===== src/design/irm_pkg.sv =====
//------------------------------------------------------------------------------
// irm_pkg: shared types and codes for the interval range map
// Transaction structs, status codes and controller/datapath command types.
//------------------------------------------------------------------------------
`default_nettype none
package irm_pkg;

  typedef enum logic [1:0] {
    ST_DONE  = 2'd0,
    ST_EMPTY = 2'd1,
    ST_FULL  = 2'd2
  } status_t;

  localparam logic OP_ASSIGN = 1'b0;
  localparam logic OP_LOOKUP = 1'b1;

  typedef struct packed {
    logic        op;
    logic [31:0] range_begin;
    logic [31:0] range_end;
    logic [31:0] new_value;
    logic [31:0] query_key;
  } irm_in_t;

  typedef struct packed {
    logic [31:0] read_value;
    logic [1:0]  status;
  } irm_out_t;

  typedef struct packed {
    logic capture;
    logic evaluate;
    logic commit;
    logic init;
  } irm_cmd_t;

  typedef struct packed {
    logic is_lookup;
    logic empty;
    logic full;
  } irm_stat_t;

endpackage
`default_nettype wire


===== src/design/irm_ctrl.sv =====
//------------------------------------------------------------------------------
// irm_ctrl: sequencer for the interval range map
// Steps each transaction through capture, evaluate and commit/respond.
//------------------------------------------------------------------------------
`default_nettype none
module irm_ctrl
  import irm_pkg::*;
(
  input  wire logic      clk,
  input  wire logic      rst,
  input  wire logic      start,
  input  wire logic      cfg_we,
  input  wire irm_stat_t stat,
  output irm_cmd_t       cmd,
  output logic           busy,
  output logic           done,
  output status_t        done_status
);

  typedef enum logic [3:0] {
    S_IDLE = 4'b0001,
    S_EVAL = 4'b0010,
    S_COMMIT = 4'b0100,
    S_RESP = 4'b1000
  } state_t;

  state_t state, state_next;

  always_comb begin
    state_next = state;
    cmd = '0;
    cmd.init = cfg_we;
    unique case (state)
      S_IDLE: begin
        if (start) begin
          cmd.capture = 1'b1;
          state_next = S_EVAL;
        end
      end
      S_EVAL: begin
        cmd.evaluate = 1'b1;
        state_next = S_COMMIT;
      end
      S_COMMIT: begin
        cmd.commit = !stat.is_lookup && !stat.empty && !stat.full;
        state_next = S_RESP;
      end
      S_RESP: state_next = S_IDLE;
      default: state_next = S_IDLE;
    endcase
  end

  always_ff @(posedge clk) begin
    if (rst) begin
      state <= S_IDLE;
    end else begin
      state <= state_next;
    end
  end

  assign busy = (state != S_IDLE);

  always_ff @(posedge clk) begin
    if (rst) begin
      done <= 1'b0;
    end else begin
      done <= (state == S_COMMIT);
    end
  end

  always_ff @(posedge clk) begin
    if (state == S_COMMIT) begin
      done_status <= stat.is_lookup ? ST_DONE : stat.empty ? ST_EMPTY :
                     stat.full ? ST_FULL : ST_DONE;
    end
  end

  a_onehot: assert property (@(posedge clk) disable iff (rst) $onehot(state))
    else $error("state not one-hot");
  a_commit_once: assert property (@(posedge clk) disable iff (rst)
    cmd.commit |=> done)
    else $error("commit without response");
  a_done_gap: assert property (@(posedge clk) disable iff (rst) done |=> !done)
    else $error("back-to-back responses");

endmodule
`default_nettype wire


===== config.mk =====
export PLATFORM = sky130hd
export DESIGN_NAME = irm_ctrl
export DESIGN_NICKNAME = d
export VERILOG_FILES = /design/src/design/irm_pkg.sv /design/src/design/irm_ctrl.sv
export SDC_FILE = /design/constraint.sdc
export NUM_CORES = 1
export LEC_CHECK = 0
export ABC_AREA = 1
export BUFFER_PORTS_ARGS = -buffer_cell sky130_fd_sc_hd__buf_2
export CORE_AREA = 3 3 40 42
export DETAILED_ROUTE_END_ITERATION = 6
export DIE_AREA = 0 0 43 45
export HOLD_SLACK_MARGIN = 0.08
export PLACE_DENSITY = 0.55
export SLEW_MARGIN = 0
export SYNTH_ARGS = -nofsm -noshare
export SYNTH_HDL_FRONTEND = slang
export SYNTH_SLANG_ARGS = --single-unit

===== constraint.sdc =====
create_clock -name clk -period 2.9 [get_ports clk]
set_input_delay 0.29 -clock clk [delete_from_list [all_inputs] [get_ports clk]]
set_output_delay 0.29 -clock clk [all_outputs]
set_load 0.005 [all_outputs]

# --- After elaboration in Yosys (flattened, before gate mapping) ---
# Index checks and enable logic that the tools add are counted.
totals:
  ff_bits: 7
  inputBits: 7
  output_inout_bits: 8
  wordCells: 23
op_classes:
  eq_ne: 5
  mux: 8
  reduce_logical: 6
op_table:
  columns: ["operator", "n"]
  rows:
  - ["4-bit case mux with 3 select lines", 1]
  - ["1-bit 2-to-1 mux", 5]
  - ["4-bit by 1-bit == test with 1-bit output, second input constant", 1]
  - ["4-bit by 2-bit == test with 1-bit output, second input constant", 1]
  - ["4-bit by 3-bit == test with 1-bit output, second input constant", 1]
  - ["4-bit 2-to-1 mux", 1]
  - ["4-bit by 1-bit inequality test with 1-bit output, second input constant", 1]
  - ["1-bit zero test", 3]
  - ["1-bit logical AND", 2]
  - ["2-bit 2-to-1 mux", 1]
  - ["2-bit inequality test, second input constant", 1]
  - ["2-bit OR reduction", 1]

# --- Longest topological paths before layout ---
# Gate-level depths: netlist of the first run.
logic_depth:
  depth_word: 4
  mapped_depth: 6
  depth_no_buf: 6

# --- Least setup slack after synthesis of the first run ---
# Ideal clock, no wire load.
synth_path:
  path_kind: "input to output"
  from: "input stat[1] (netlist name)"
  to: "output cmd[1] (netlist name)"
  t_arrival_ps: 689
  required_ps: 2610
  setup_slack_ps: 1921
  stages: 2
  n_path_buf: 0
  path_cell_list: "or2_1 > nor3_2"
synth_rtl:
  columns: ["element", "line", "text"]
  rows:
  - ["from (decl)", "irm_ctrl.sv:13", "input wire irm_stat_t stat,"]
  - ["to (decl)", "irm_ctrl.sv:14", "output irm_cmd_t cmd,"]

==> results of run 1 <==
==> report_power, final <==
group / switching (mW) / total (mW) / internal, mW
Combinational: 0.0160 / 0.0290 / 0.0130
Clock: 0.0336 / 0.0860 / 0.0524
Sequential: 0.00215 / 0.106 / 0.104
Total: 0.0518 / 0.221 / 0.169
==> layout make-up <==
cell class / count / share of cell area
Sequential cell: 7 / 0.393
Timing Repair Buffer: 12 / 0.147
Tap cell: 15 / 0.0460
Inverter: 9 / 0.0828
Multi-Input combinational cell: 20 / 0.267
Clock buffer: 4 / 0.0644
==> worst paths after layout <==
path,from,end,slack (ps)
worst max-delay path,state[2]$_SDFFE_PP0P_,cmd[1],1550
worst min-delay path,rst,state[1]$_SDFFE_PP0P_,270
worst max register to register,state[2]$_SDFFE_PP0P_,done_status[0]$_SDFFCE_PP0N_,1940
worst min register to register,state[2]$_SDFFE_PP0P_,state[1]$_SDFFE_PP0P_,570
==> cells by family (layout without fill, tap and decap cells) <==
| group | count (synthesis) | in the layout |
|---|---|---|
| buffers and inverters | 10 | 25 |
| flip-flops | 7 | 7 |
| AND/OR/NAND/NOR | 20 | 20 |
==> cell usage in the layout, fill, tap and decap left out, drive strengths merged <==
cell	instances
buf	12
or2	1
nor3	2
edfxtp	2
clkbuf	4
inv	9
nor2	10
nand2	4
dfxtp	5
nand3	3
==> metrics by stage <==
step,worst slack [ps],utilization,instances,area (sq um),hold slack (ps)
after floorplan,1920,-,37,310,361
after global placement,1700,0.297,63,382,535
after detailed placement,1690,0.297,63,382,532
after CTS,1530,0.317,67,408,271
after global routing,1420,0.317,67,408,281
final,1550,0.317,67,408,273
==> state kept, by name, summed over array words and instances, names as in the netlist <==
| name | flops |
|---|---|
| done | 1 |
| state | 4 |
| done_status | 2 |
==> critical path, cell delays in order, from the launching register on <==
cell,delay [ps]
dfxtp_1,320
inv_1,50
nor2_1,100
nand2_2,110
nor3_2,110
buf_2,130
==> per-layer routing <==
metal  part of all wire  routed length (microns)
met5                  0                        0
met3              0.078                       40
met1               0.43                      220
met4                  0                        0
met2               0.49                      251
==> run metrics, run 1 <==
outcome=finished, final reports clean; Fillers=147; routed len/inst=between 7 and 8 microns; Final GP Congestion=0.744; met2 Resource Use GR=0.0868; synthesis warning total=0; peak fanout along the critical path=5; Max Cap Viol=0; category of the worst setup path launch point=flip-flop; max-slew violation total from the final report=0; number of hold-slack violations in the final timing report=0; Final min period=~1400 ps; count of buffers inserted at the top-level ports=12; initial antenna violation count=0; clock transition at the register clock pins on the worst setup and hold paths after CTS=50 ps; depth of the worst register-to-register path=4; Die Span X=~43 microns; measured slew at the worst slew-check pin=around 170 ps; final routed wirelength across all metal layers=a little over 500 microns; latest clock arrival within the worst-skew pair=250 ps; ports placed on the boundary=15; proportion of synthesized chip area in sequential cells=0.516; distinct cell type count of the synthesized netlist=12; Setup Buffers After CTS=0; number of endpoints failing setup at the final stage=0; WS Path Type=reg2out; worst rel slew slack=0.885; die outline area=between 1500 and 2000 sq um; CTS tree=built; class of the most critical hold timing path=in2reg; number of buffers inserted for hold repair after clock tree synthesis=0; Iteration-0 DRC Markers=5; number of iterations in the first detailed-routing pass=2; power density over the cells=approximately 540 nW/um^2; antenna-violating nets left=0; number of stages on the worst hold path=2; area fraction in and, or, nand and nor cells after synthesis=0.351; grt ovf=0; diodes inserted=0; worst-case clock buffer depth=2; H-Tree Depth=1; post-synthesis adder-cell area fraction=0; share of cell area taken by muxes after synthesis=0; leading area contributor after synthesis=dfxtp_1; top cells by count, synth=inv_1 (9), nor2_1 (8), dfxtp_1 (5); number of cells produced by synthesis=37; HPWL after DPL=~410 microns; synthesized-area fraction occupied by ao, oa, aoi and oai cells=0; Max Fclk=about 740 MHz; detailed-route via count=between 200 and 250; number of sinks on the clock net=7; critical path data arrival time=1060 ps; maximum number of pins on one net before global-route repair=6; number of global-route vias before repair=211; top post-synthesis cells by area=dfxtp_1 (32%), edfxtp_1 (19%), inv_1 (11%); area share of xor/xnor cells in the synthesized design=0; height of the chip=~45 microns; Multi-input gate area=about 110 sq um; Yosys top cell area share=0.323; number of CTS-inserted buffers=3; setup repair after global routing missed its margin=no; synthesis-to-finish area growth=31.5%; fraction of layout instances using a drive strength above 1=0.423; reported leakage power=0.230 nW; number of register bits inferred by synthesis=7; buffer type at the clock tree root=clkbuf_4; DRC violation count after routing=0; Mapped Nets=between 40 and 50; Req. time, crit path=approximately 2600 ps; fraction of met1 tracks used by global routing=0.0683; area of the mapped netlist=between 300 and 400 sq um; via/cell ratio=roughly 3.7; sequential cell area in the final layout=160 sq um; synthesized area per cell=8.39 sq um; Starting Density=0.241; busiest layer in global routing=met2; placeable core region=1280 sq um; Power, Total=0.221 mW; most used standard cell by instance count after synthesis=inv_1; Layout Nets=60; grt met3 use=0.0239; VDD IR max=about 0.00017 V; primary flip-flop cell chosen by synthesis mapping=dfxtp_1; Fin Setup TNS=0 ps; total global-route track usage=0.0602; Crit. End Element=output pin; async set-reset flop share out of synthesis=0; largest family of logic cells by synthesized area=simple AND/OR/NAND/NOR gates; wire length of the first global-routing pass=814 microns; final cycle utilization of the critical path=0.467; Final Skew=0.394 ps; post-CTS sizing=0; row count=13; EDFF count, synth=2
(Power assumes the default switching activity.)
==> run 2: changes to the inputs <==
==> constraint.sdc (replaced) <==
create_clock -name clk -period 1.4 [get_ports clk]
set_input_delay 0.14 -clock clk [delete_from_list [all_inputs] [get_ports clk]]
set_output_delay 0.14 -clock clk [all_outputs]
set_load 0.005 [all_outputs]
==> run 2 against run 1 <==
Effect of this change:
- via count grew 2.8%
- critical path depth is the same
- wire length grew 1.8%
- global-route usage grew 0.33 points
- largest cell class unchanged
==> run metrics, run 2 (same netlist as run 1, synthesis figures left out) <==
number of sinks on the clock net=7; wire length the detailed router placed on met1=about 230 microns; Die Span X=43 microns; number of endpoints failing setup at the final stage=0; Final GP Congestion=approximately 0.67; maximum number of pins on one net before global-route repair=6; VDD IR max=between 0.0003 and 0.0004 V; WL met3=approximately 26 microns; antenna-violating nets left=0; number of buffers inserted for hold repair after clock tree synthesis=0; Max Used Layer=met4; worst rel slew slack=0.893; final cycle utilization of the critical path=0.864; outcome=finished, final reports clean; max-slew violation total from the final report=0; HPWL after DPL=roughly 430 microns; latest clock arrival within the worst-skew pair=roughly 250 ps; buffer type at the clock tree root=clkbuf_4; diodes inserted=0; category of the worst setup path launch point=flip-flop; via/cell ratio=~3.8; Final min period=~1200 ps; row count=13; DRC violation count after routing=0; Largest register FFs=4; H-Tree Depth=1; setup repair after global routing missed its margin=no; post-route worst hold slack=around 120 ps; synthesis-to-finish area growth=31.5%; reported leakage power=about 0.23 nW; Crit. End Element=output pin; total global-route track usage=0.0635; Final Skew=just under 0.9 ps; ports placed on the boundary=15; hold_sp=rst; critical path data arrival time=between 1000 and 1500 ps; number of CTS-inserted buffers=3; placeable core region=~1300 sq um; wire length of the first global-routing pass=about 860 microns; power density over the cells=between 1000 and 1500 nW/um^2; Setup Buffers After CTS=0; die outline area=just under 2000 sq um; worst r2r src=state[2]$_SDFFE_PP0P_; Max Cap Viol=0; Req. time, crit path=~1300 ps; WS Path Type=reg2out; Largest Register=state; Fillers=~150; number of iterations in the first detailed-routing pass=1; CTS tree=built; commonest non-fill, non-tap cell in the layout=buf_2; initial antenna violation count=0; post-route core utilization=0.317; Starting Density=0.241; routed len/inst=7.78 microns; Layout Nets=60; peak fanout along the critical path=5; height of the chip=about 45 microns; grt ovf=0; detailed-route via count=about 260; Iteration-0 DRC Markers=0; most frequent cells in the layout=buf_2 (12), inv_1 (9), nor2_1 (8); Top Registers=state (4), done_status (2), done (1); number of hold-slack violations in the final timing report=0; clock transition at the register clock pins on the worst setup and hold paths after CTS=roughly 50 ps; measured slew at the worst slew-check pin=roughly 160 ps; worst-case clock buffer depth=2; origin of the worst setup path=state[2]$_SDFFE_PP0P_; number of global-route vias before repair=223; class of the most critical hold timing path=in2reg; met2 wire len=approximately 250 microns; Fin Setup TNS=0 ps; final routed wirelength across all metal layers=between 500 and 600 microns; post-CTS sizing=0; count of buffers inserted at the top-level ports=12; fraction of layout instances using a drive strength above 1=0.423; Max Fclk=between 800 and 900 MHz; Power, Total=~0.46 mW
run 2: cell counts in the layout (fill, tap and decap cells not counted):
Identical to the previous run, type by type.
run 2: worst paths after layout:
kind / endpoint / slack (ps) / cells past startpoint
setup / recovery: cmd[1] / 190 / 5
hold reg to reg: state[2]$_SDFFE_PP0P_ / 570 / 2
setup reg to reg: done_status[0]$_SDFFCE_PP0N_ / 430 / 4
hold / removal: state[1]$_SDFFE_PP0P_ / 120 / 2
run 2: metrics by stage:
step	area [sq um]	std cells	worst slack (ps)
6_report	408	67	190
2_1_floorplan	310	37	487
3_3_place_gp	382	63	460
3_5_place_dp	382	63	429
5_1_grt	408	67	49.6
4_1_cts	408	67	181
run 2: area by class of cell:
type                            instances  area, sq um  area share
Sequential cell                         7          160       0.393
Multi-Input combinational cell         20          109       0.267
Timing Repair Buffer                   12         60.1       0.147
Inverter                                9         33.8      0.0828
Clock buffer                            4         26.3      0.0644
Tap cell                               15         18.8      0.0460
run 2: where the power goes:
| group | total (mW) | leakage (nW) | internal (mW) | switching [mW] |
|---|---|---|---|---|
| sequential | 0.220 | 0.0592 | 0.215 | 0.00478 |
| combinational | 0.0612 | 0.155 | 0.0269 | 0.0343 |
| clock | 0.183 | 0.0150 | 0.109 | 0.0743 |
run 2: routing by layer:
metal	GRT usage	vias to the layer above
li1	-	139
met4	0.0723	0
met5	0	-
met3	0.0120	2
met1	0.0657	106
met2	0.102	9
run 2: worst max-delay path, stage by stage, from the launching register on:
cell,delay (ps)
dfxtp_1,320
inv_1,50
nor2_1,110
nand2_2,110
nor3_2,100
buf_2,130
==> run 3: changes to the inputs <==
--- a/config.mk
+++ b/config.mk
@@ -5,13 +5,13 @@
 export SDC_FILE = /design/constraint.sdc
 export NUM_CORES = 1
 export LEC_CHECK = 0
-export ABC_AREA = 1
 export BUFFER_PORTS_ARGS = -buffer_cell sky130_fd_sc_hd__buf_2
 export CORE_AREA = 3 3 40 42
 export DETAILED_ROUTE_END_ITERATION = 6
 export DIE_AREA = 0 0 43 45
 export HOLD_SLACK_MARGIN = 0.08
-export PLACE_DENSITY = 0.55
+export PLACE_DENSITY = 0.52
+export REMOVE_ABC_BUFFERS = 1
 export SLEW_MARGIN = 0
 export SYNTH_ARGS = -nofsm -noshare
 export SYNTH_HDL_FRONTEND = slang
==> run 3 against run 2 <==
Effect of this change:
- the flow now finishes with violations (negative setup slack)
- synthesized area down 10%
- power down 0.62%
- die area unchanged
- sequential cell count unchanged
- worst setup slack worse by 320 ps
- largest cell class unchanged
- non-clock buffer count up 3
- register-to-register slack worse by 530 ps
- clock skew up 4.0 ps
- global-route usage up 1.3 points
- sequential share of layout area up 0.55 points
- final area down 0.61%
- critical path depth down 2
==> run metrics, run 3 <==
outcome=finished, violations left; violated checks=negative setup slack; max-slew violation total from the final report=0; synthesis-to-finish area growth=45.9%; area share of xor/xnor cells in the synthesized design=0; buffer type at the clock tree root=clkbuf_4; Placed Cells incl. Taps=51; Iteration-0 DRC Markers=5; share of cell area taken by muxes after synthesis=0; number of CTS-inserted buffers=3; WS Path Type=reg2out; leading area contributor after synthesis=dfxtp_1; Fillers=137; Layout Nets=50; Starting Density=0.216; Largest register FFs=4; Power, Total=approximately 0.46 mW; Die Span X=around 43 microns; Max Cap Viol=0; primary flip-flop cell chosen by synthesis mapping=dfxtp_1; Worst Setup Slack, final=-131 ps; latest clock arrival within the worst-skew pair=between 200 and 300 ps; CTS tree=built; area fraction in and, or, nand and nor cells after synthesis=0.320; distinct cell type count of the synthesized netlist=15; peak fanout along the critical path=3; share of power burned in registers=0.481; Crit. End Element=output pin; class of the most critical hold timing path=in2reg; clock transition at the register clock pins on the worst setup and hold paths after CTS=about 50 ps; routed len/inst=a little over 10 microns; placeable core region=1280 sq um; diodes inserted=0; fraction of layout instances using a drive strength above 1=0.571; grt ovf=0; Largest Register=state; Final GP Congestion=a little under 0.7; largest family of logic cells by synthesized area=simple AND/OR/NAND/NOR gates; synthesized area per cell=around 11 sq um; number of cells produced by synthesis=25; number of sinks on the clock net=7; DRC violation count after routing=0; area of the mapped netlist=278 sq um; setup repair after global routing missed its margin=yes; number of global-route vias before repair=around 240; post-synthesis adder-cell area fraction=0; count of buffers inserted at the top-level ports=12; synthesis warning total=0; antenna-violating nets left=0; initial antenna violation count=0; worst rel slew slack=0.818; Req. time, crit path=between 1000 and 1500 ps; reported leakage power=0.185 nW; cell-internal power=between 0.3 and 0.4 mW; HPWL after DPL=422 microns; net switching power=about 0.10 mW; height of the chip=45 microns; commonest non-fill, non-tap cell in the layout=buf_2; worst-case clock buffer depth=2; measured slew at the worst slew-check pin=273 ps; worst slack, placed=~30 ps; Top Registers=state (4), done_status (2), done (1); top post-synthesis cells by area=dfxtp_1 (36%), edfxtp_1 (22%), nor2_1 (6.8%); switching power share of the total=0.222; clock network power share=0.392; final routed wirelength across all metal layers=around 580 microns; VDD IR max=around 0.00047 V; Yosys top cell area share=0.360; critical path data arrival time=around 1400 ps; row count=13; number of iterations in the first detailed-routing pass=2; synthesized-area fraction occupied by ao, oa, aoi and oai cells=0.0315; top cells by count, synth=dfxtp_1 (5), nor2_1 (5), edfxtp_1 (2), nor2b_1 (2); Final min period=between 1500 and 2000 ps; wire length of the first global-routing pass=about 1000 microns; maximum number of pins on one net before global-route repair=6; number of endpoints failing setup at the final stage=6; number of register bits inferred by synthesis=7; detailed-route via count=approximately 250; combinational share of power=0.126; total global-route track usage=0.0762; EDFF count, synth=2; proportion of synthesized chip area in sequential cells=0.577; die outline area=approximately 1900 sq um; H-Tree Depth=1; async set-reset flop share out of synthesis=0; most frequent cells in the layout=buf_2 (12), nor2_1 (5), dfxtp_1 (4); via/cell ratio=4.32; number of hold-slack violations in the final timing report=0; ports placed on the boundary=15; category of the worst setup path launch point=flip-flop; final cell count without fillers=57; power density over the cells=1140 nW/um^2; final cycle utilization of the critical path=1.09; Max Fclk=653 MHz; Final Skew=around 4.8 ps
[run 3: repair_timing]
item,4_1_cts,5_1_grt
setup buffers,2,0
hold buffers,0,0
gates resized for setup,3,0
pin swaps,2,0
setup endpoints to repair,3,6
[run 3: worst max-delay path: stages (launching register included)]
cell and delay, ps:
dfxtp_2 330, or4b_4 540, nor4_2 130, buf_2 150
[run 3: stage by stage]
stage / utilization / hold slack [ps] / setup TNS, ps / area, sq um
floorplan: - / 212 / 0 / 267
global placement: 0.275 / 280 / 0 / 353
detailed placement: 0.275 / 280 / 0 / 353
CTS: 0.315 / 109 / -456 / 405
global route: 0.315 / 115 / -842 / 405
finish: 0.315 / 114 / -393 / 405
[run 3: routing by layer]
layer,vias up,share of wire,GRT usage
met4,0,0,0.0361
met1,113,0.46,0.0858
met5,-,0,0
li1,118,-,-
met3,0,0.14,0.0717
met2,15,0.39,0.0958
[run 3: final cells by class]
type                    instances  area (sq um)  share of cell area
clock buffers                   4          26.3              0.0648
inverters                       2          8.76              0.0216
multi-input cells              14           108               0.265
flip-flops and latches          7           161               0.398
well taps                      15          18.8              0.0463
repair buffers                 15          82.6               0.204
[run 3: final timing paths]
kind                         startpoint  slack [ps]  cells past startpoint                     to
setup / recovery  state[0]$_SDFFE_PP1P_        -130                      3                 cmd[1]
hold / removal                      rst         110                      2  state[3]$_SDFFE_PP0P_
setup reg to reg  state[0]$_SDFFE_PP1P_        -100                      5  state[0]$_SDFFE_PP1P_
hold reg to reg   state[0]$_SDFFE_PP1P_         560                      2  state[2]$_SDFFE_PP0P_
[run 3: cells by family after synthesis]
family          after synthesis
buf+inv                       4
simple gates                 13
compound gates                1
flops                         7
[run 3: power by group through the flow]
stage	clock network (mW)	registers, mW	logic, mW
6_report	0.181	0.222	0.0584
5_1_grt	0.210	0.223	0.0673
4_1_cts	0.188	0.222	0.0583
3_5_place_dp	0	0.225	0.0452
3_3_place_gp	0	0.225	0.0461
2_1_floorplan	0	0.224	0.0236
